<file path="src/rtl/core/pcf_pkg.sv">
package pcf_pkg;

	localparam logic [31:0] CRC_POLY = 32'hEDB88320;
	localparam logic [31:0] CRC_ONES = 32'hFFFFFFFF;
	localparam int          BUF_DEPTH = 8;
	localparam int          CNT_W = $clog2(BUF_DEPTH + 1);

	typedef enum logic [1:0] {
		OP_START = 2'd0,
		OP_DATA  = 2'd1,
		OP_END   = 2'd2
	} pcf_op_t;

	// One group of output bytes handed from the framing stage to the serializer.
	typedef struct packed {
		logic                            valid;
		logic [CNT_W-1:0]                cnt;
		logic [BUF_DEPTH-1:0][7:0]       bytes;
		logic                            is_end;
		logic                            err;
	} pcf_load_t;

	function automatic logic [31:0] crc_fold_byte(input logic [31:0] crc, input logic [7:0] b);
		logic [31:0] c;
		c = crc ^ {24'd0, b};
		for (int k = 0; k < 8; k++) begin
			c = c[0] ? (CRC_POLY ^ (c >> 1)) : (c >> 1);
		end
		return c;
	endfunction

endpackage

</file>
<file path="src/rtl/core/pcf_serializer.sv">
module pcf_serializer (
	input  logic                  clk,
	input  logic                  arst_n,
	input  pcf_pkg::pcf_load_t    ld,
	output logic                  load_ok,
	output logic                  out_valid,
	input  logic                  out_stall,
	output logic [7:0]            out_byte,
	output logic                  last,
	output logic                  length_error
);
	import pcf_pkg::*;

	logic [BUF_DEPTH-1:0][7:0] buf_q;
	logic [CNT_W-1:0]          cnt_q;
	logic                      is_end_q;
	logic                      err_q;
	logic                      out_fire;
	logic                      do_load;

	assign out_valid    = (cnt_q != '0);
	assign out_fire     = out_valid && !out_stall;
	assign load_ok      = (cnt_q == '0) || ((cnt_q == CNT_W'(1)) && !out_stall);
	assign do_load      = ld.valid && load_ok;
	assign out_byte     = buf_q[0];
	assign last         = is_end_q && (cnt_q == CNT_W'(1));
	assign length_error = err_q;

	always_ff @(posedge clk or negedge arst_n) begin
		if (!arst_n) begin
			cnt_q    <= '0;
			is_end_q <= 1'b0;
			err_q    <= 1'b0;
		end else if (do_load) begin
			cnt_q    <= ld.cnt;
			is_end_q <= ld.is_end;
			err_q    <= ld.err;
		end else if (out_fire) begin
			cnt_q <= cnt_q - CNT_W'(1);
		end
	end

	always_ff @(posedge clk) begin
		if (do_load) begin
			buf_q <= ld.bytes;
		end else if (out_fire) begin
			for (int i = 0; i < BUF_DEPTH - 1; i++) begin
				buf_q[i] <= buf_q[i+1];
			end
			buf_q[BUF_DEPTH-1] <= 8'd0;
		end
	end

endmodule

</file>
<file path="src/rtl/core/png_chunk_framer_crc32_top.sv">
// The input register takes a beat and the serializer buffer then loads its output bytes; the first
// output byte of a beat is valid once the buffer has loaded, which waits while earlier bytes are pending.
// Throughput: one output byte per cycle while out_stall is low; a data beat gives one byte,
// a start beat eight bytes and an end beat four, all sent through the single output byte port.
// Beats that cause no output leave the input register without waiting for the serializer.
// Reset (arst_n low) empties the pipeline, sets the CRC to all ones and closes any chunk.
module png_chunk_framer_crc32_top (
	input  logic        clk,
	input  logic        arst_n,
	input  logic        in_valid,
	output logic        in_stall,
	input  logic [1:0]  opcode,
	input  logic [30:0] chunk_length,
	input  logic [31:0] chunk_type,
	input  logic [7:0]  data_byte,
	output logic        out_valid,
	input  logic        out_stall,
	output logic [7:0]  out_byte,
	output logic        last,
	output logic        length_error
);
	import pcf_pkg::*;

	logic        valid_s1;
	logic [1:0]  opcode_s1;
	logic [30:0] length_s1;
	logic [31:0] type_s1;
	logic [7:0]  data_s1;

	logic [31:0] crc_q;
	logic [30:0] count_q;
	logic [30:0] decl_q;
	logic        in_chunk_q;

	logic [31:0] crc_d;
	logic [30:0] count_d;
	logic [30:0] decl_d;
	logic        in_chunk_d;
	logic [31:0] crc_out;
	logic [31:0] len32;

	pcf_load_t   ld;
	logic        load_ok;
	logic        s1_fire;
	logic        in_fire;

	assign in_fire  = in_valid && !in_stall;
	assign s1_fire  = valid_s1 && (load_ok || !ld.valid);
	assign in_stall = valid_s1 && !s1_fire;

	always_ff @(posedge clk or negedge arst_n) begin
		if (!arst_n) begin
			valid_s1 <= 1'b0;
		end else if (in_fire) begin
			valid_s1 <= 1'b1;
		end else if (s1_fire) begin
			valid_s1 <= 1'b0;
		end
	end

	always_ff @(posedge clk) begin
		if (in_fire) begin
			opcode_s1 <= opcode;
			length_s1 <= chunk_length;
			type_s1   <= chunk_type;
			data_s1   <= data_byte;
		end
	end

	always_comb begin
		crc_d      = crc_q;
		count_d    = count_q;
		decl_d     = decl_q;
		in_chunk_d = in_chunk_q;
		crc_out    = ~crc_q;
		len32      = {1'b0, length_s1};
		ld         = '0;
		ld.valid   = 1'b0;
		case (opcode_s1)
			OP_START: begin
				ld.valid    = valid_s1;
				ld.cnt      = CNT_W'(8);
				ld.bytes[0] = len32[31:24];
				ld.bytes[1] = len32[23:16];
				ld.bytes[2] = len32[15:8];
				ld.bytes[3] = len32[7:0];
				ld.bytes[4] = type_s1[31:24];
				ld.bytes[5] = type_s1[23:16];
				ld.bytes[6] = type_s1[15:8];
				ld.bytes[7] = type_s1[7:0];
				crc_d = crc_fold_byte(crc_fold_byte(crc_fold_byte(crc_fold_byte(
					CRC_ONES, type_s1[31:24]), type_s1[23:16]), type_s1[15:8]),
					type_s1[7:0]);
				decl_d     = length_s1;
				count_d    = '0;
				in_chunk_d = 1'b1;
			end
			OP_DATA: begin
				if (in_chunk_q) begin
					ld.valid    = valid_s1;
					ld.cnt      = CNT_W'(1);
					ld.bytes[0] = data_s1;
					crc_d       = crc_fold_byte(crc_q, data_s1);
					if (count_q != '1) begin
						count_d = count_q + 31'd1;
					end
				end
			end
			OP_END: begin
				if (in_chunk_q) begin
					ld.valid    = valid_s1;
					ld.cnt      = CNT_W'(4);
					ld.bytes[0] = crc_out[31:24];
					ld.bytes[1] = crc_out[23:16];
					ld.bytes[2] = crc_out[15:8];
					ld.bytes[3] = crc_out[7:0];
					ld.is_end   = 1'b1;
					ld.err      = (count_q != decl_q);
					in_chunk_d  = 1'b0;
					crc_d       = CRC_ONES;
					count_d     = '0;
				end
			end
			default: begin
				ld.valid = 1'b0;
			end
		endcase
	end

	always_ff @(posedge clk or negedge arst_n) begin
		if (!arst_n) begin
			crc_q      <= CRC_ONES;
			count_q    <= '0;
			decl_q     <= '0;
			in_chunk_q <= 1'b0;
		end else if (s1_fire) begin
			crc_q      <= crc_d;
			count_q    <= count_d;
			decl_q     <= decl_d;
			in_chunk_q <= in_chunk_d;
		end
	end

	pcf_serializer u_ser (
		.clk          (clk),
		.arst_n       (arst_n),
		.ld           (ld),
		.load_ok      (load_ok),
		.out_valid    (out_valid),
		.out_stall    (out_stall),
		.out_byte     (out_byte),
		.last         (last),
		.length_error (length_error)
	);

endmodule

</file>
<file path="config.mk">
export PLATFORM = sky130hd
export DESIGN_NAME = png_chunk_framer_crc32_top
export DESIGN_NICKNAME = d
export VERILOG_FILES = /design/src/rtl/core/pcf_pkg.sv /design/src/rtl/core/pcf_serializer.sv /design/src/rtl/core/png_chunk_framer_crc32_top.sv
export SDC_FILE = /design/constraint.sdc
export NUM_CORES = 1
export LEC_CHECK = 0
export BUFFER_PORTS_ARGS = -buffer_cell sky130_fd_sc_hd__buf_2
export CAP_MARGIN = 20
export CELL_PAD_IN_SITES_DETAIL_PLACEMENT = 1
export CELL_PAD_IN_SITES_GLOBAL_PLACEMENT = 1
export CORE_UTILIZATION = 54
export DETAILED_ROUTE_END_ITERATION = 8
export PLACE_DENSITY_LB_ADDON = 0.12
export REMOVE_ABC_BUFFERS = 1
export SLEW_MARGIN = 40
export SYNTH_ARGS = -nofsm -noshare
export SYNTH_HDL_FRONTEND = slang
export SYNTH_SLANG_ARGS = --single-unit
</file>
<file path="constraint.sdc">
create_clock -name clk -period 8.2 [get_ports clk]
set_input_delay 1.64 -clock clk [delete_from_list [all_inputs] [get_ports clk]]
set_output_delay 1.64 -clock clk [all_outputs]
set_load 0.02 [all_outputs]
</file>
==> impl_metrics.ini <==
[status]
status = finished clean

[cells_and_area]
fillers = 2611
multiInputGateArea_sq_um = 6880
final_util = 0.616
seqCellArea_sq_um = 6710
diodes = 0
final_layout_size_suffix_gt1_frac = 0.192
final_nets = 1355
syn_to_final_growth_pct = 11.8

[route]
wl_mm = 37.3
drc = 0
vias = 9274
drtPass1Iterations = 4
routed_via_density = 5.72
drtIter0Drc = 562
drtAntennaViolNets = 0
wire_per_inst_um = 23.0

[floorplan]
start_util = 0.551
die_width_um = 163
ios = 89
row_count = 58
dieArea_sq_um = 26400
die_h_um = 163
core-area_sq_um = 25300

[setup_path]
crit_top_cell = inv_1
worst-path-max-fanout = 38
crit_buf_inv = 3
endpoint_kind = output port
slowest_delay_ns = 0.76
cp_slowest_cell = ha_2
path_cells = inv_1 > ha_2 > a21oi_1 > nor3_1 > nand2_1 > inv_1 > buf_2
required_ns = 6.56
cp_top_family = adder cells
worst_setup_path_start_kind = flop
cp_num_cells = 7
reg2regPathDepth = 9
criticalPathCategory = reg -> out
crit_arrival_ns = 3.00

[cts]
clock-sinks = 239
hold_buffers = 0
clock_latency_ns = 0.55
cts_tree = built
clock_path_buffers = 3
htree_levels = 1
cts_resized = 0
clk_pin_slew_ns = 0.06
cts_setup_buffers = 0
cts_made_buffers = 27
cts-root-buf = clkbuf_16

[grt]
overflow = 0
antenna_found_initial = 0
grt_max_degree = 100
grt_pass1_vias = 10000
gr-usage-all-layers = 0.293
grt_first_pass_wirelength_mm = 58.4

[yosys]
synth-edff-count = 137
synth_cell_types = 51
avgSynthCellArea_sq_um = 11.5
synth_top_flop_cell = edfxtp_1
ys_warn_count = 0
synth_area_sq_um = 13900
yosys_register_bits = 239
seq_area_frac_synth = 0.482
async_reset_ff_frac = 0.427
netlist_instances = 1212

[timing]
slew_viol_final = 0
rsz0062_at_grt = no
post-route-min-period_ns = 4.64
hold_ws_ns = 0.499
period_share = 0.566
finalWorstSetupSlack_ns = 3.56
clock_skew_ns = 0.0168
max_freq_mhz = 215
setup-violations-final = 0
worstMarginPinSlew_ns = 0.803
finalHoldViolCount = 0
relSlewSlack = 0.461

[place]
dp_hpwl_mm = 26.7
routabilityCongestion = 0.874
pre_cts_slack_ns = 3.59
port_buffers = 88

[min_path]
hp-class = reg -> reg
min_path_cells = 2

[flow_run]
maxCapViolCount = 0
[placed cells by master, fill, tap and decap left out, drive strengths merged, types with 10 or more instances in the layout]
cell / n
a21oi: 81
o31ai: 12
nand3: 34
nor2: 120
dfstp: 32
a221oi: 11
xor2: 95
o221ai: 10
clkbuf: 37
nor3: 11
o21ai: 24
dfrtp: 70
nand4: 14
nand2: 94
mux2: 32
xnor2: 228
edfxtp: 137
buf: 104
and3: 11
inv: 14
o21a: 10
xnor3: 36
[layout make-up]
cell class              instances  share of cell area
clock inverters                13             0.00845
multi-input cells             885               0.442
inverters                      12             0.00290
well taps                     330              0.0265
clock buffers                  37              0.0505
repair buffers                104              0.0383
flip-flops and latches        239               0.431
[stage by stage]
stage	setup TNS (ns)	cell area, sq um	instances
CTS	0	15500	1620
finish	0	15600	1620
detailed placement	0	14600	1570
global placement	0	14600	1568
floorplan	-77.07	13600	1136
global route	0	15600	1620
[cell families after synthesis]
group | synth area share
AND/OR/NAND/NOR | 0.0981
flip-flops | 0.482
adder cells (fa/ha/maj) | 0.00809
multiplexers | 0.0259
AO/OA/AOI/OAI | 0.0766
XOR/XNOR | 0.281
buffers and inverters | 0.0281
[final timing paths]
kind | start | slack (ns) | end
min in group asynchronous | arst_n | 1.06 | count_q[0]
worst min-delay path | crc_q[7] | 0.50 | crc_q[7]
worst min register to register | crc_q[7] | 0.50 | crc_q[7]
max in group asynchronous | arst_n | 6.13 | decl_q[23]
worst max register to register | type_s1[28] | 3.96 | crc_q[5]
worst max-delay path | opcode_s1[0] | 3.56 | in_stall
[sequential cells by signal, indices dropped and copies added, names as in the netlist, 2 cells and up]
name,flops
count_q,31
crc_q,32
data_s1,8
decl_q,31
length_s1,31
opcode_s1,2
type_s1,32
u_ser.buf_q,56
u_ser.cnt_q,4
u_ser.out_byte,8
[Yosys cell counts (2+ instances only)]
cell type / count / area (sq um)
xnor2_1: 212 / 1860
edfxtp_1: 137 / 4110
nor2_1: 120 / 450
nand2_1: 94 / 353
xor2_1: 91 / 797
a21oi_1: 81 / 405
dfrtp_1: 70 / 1750
clkbuf_1: 52 / 195
nand3_1: 34 / 170
xnor3_1: 33 / 743
dfstp_2: 32 / 841
mux2_2: 32 / 360
o21ai_0: 23 / 115
buf_4: 14 / 105
nand4_1: 14 / 87.6
xnor2_2: 13 / 211
inv_1: 12 / 45.0
o31ai_1: 12 / 90.1
a221oi_1: 11 / 96.3
and3_1: 11 / 68.8
nor3_1: 11 / 55.1
o21a_1: 10 / 75.1
o221ai_1: 10 / 87.6
ha_1: 9 / 113
nor4_1: 9 / 56.3
a22o_1: 8 / 70.1
a21o_1: 7 / 52.6
buf_2: 6 / 30.0
or4_1: 6 / 45.0
buf_1: 4 / 15.0
nand2b_1: 4 / 25.0
xnor2_4: 3 / 82.6
xnor3_2: 3 / 71.3
xor2_2: 3 / 48.8
and2_1: 2 / 12.5
nor2b_1: 2 / 12.5
o22a_1: 2 / 17.5
xor3_1: 2 / 47.6
[metal layers]
| layer | global-route usage | vias up | share of wire | routed length, um |
|---|---|---|---|---|
| li1 | - | 4290 | - | - |
| met1 | 0.369 | 4676 | 0.42 | 15500 |
| met2 | 0.520 | 236 | 0.51 | 19100 |
| met3 | 0.0311 | 72 | 0.034 | 1280 |
| met4 | 0.105 | 0 | 0.038 | 1410 |
| met5 | 0 | - | 0 | 0 |
[worst register-to-register path, cell delays in order (launching register included)]
cell	delay, ns
edfxtp_1	0.65
xnor2_2	0.49
xor3_2	0.55
xnor2_4	0.30
xnor3_1	0.70
xnor3_1	0.44
xnor3_1	0.50
xnor2_1	0.23
nor2_1	0.07
o31ai_1	0.24
Power is left out: the tool's default activity adds up to more than one toggle a clock period on the data nets, which glitch-free logic cannot reach.
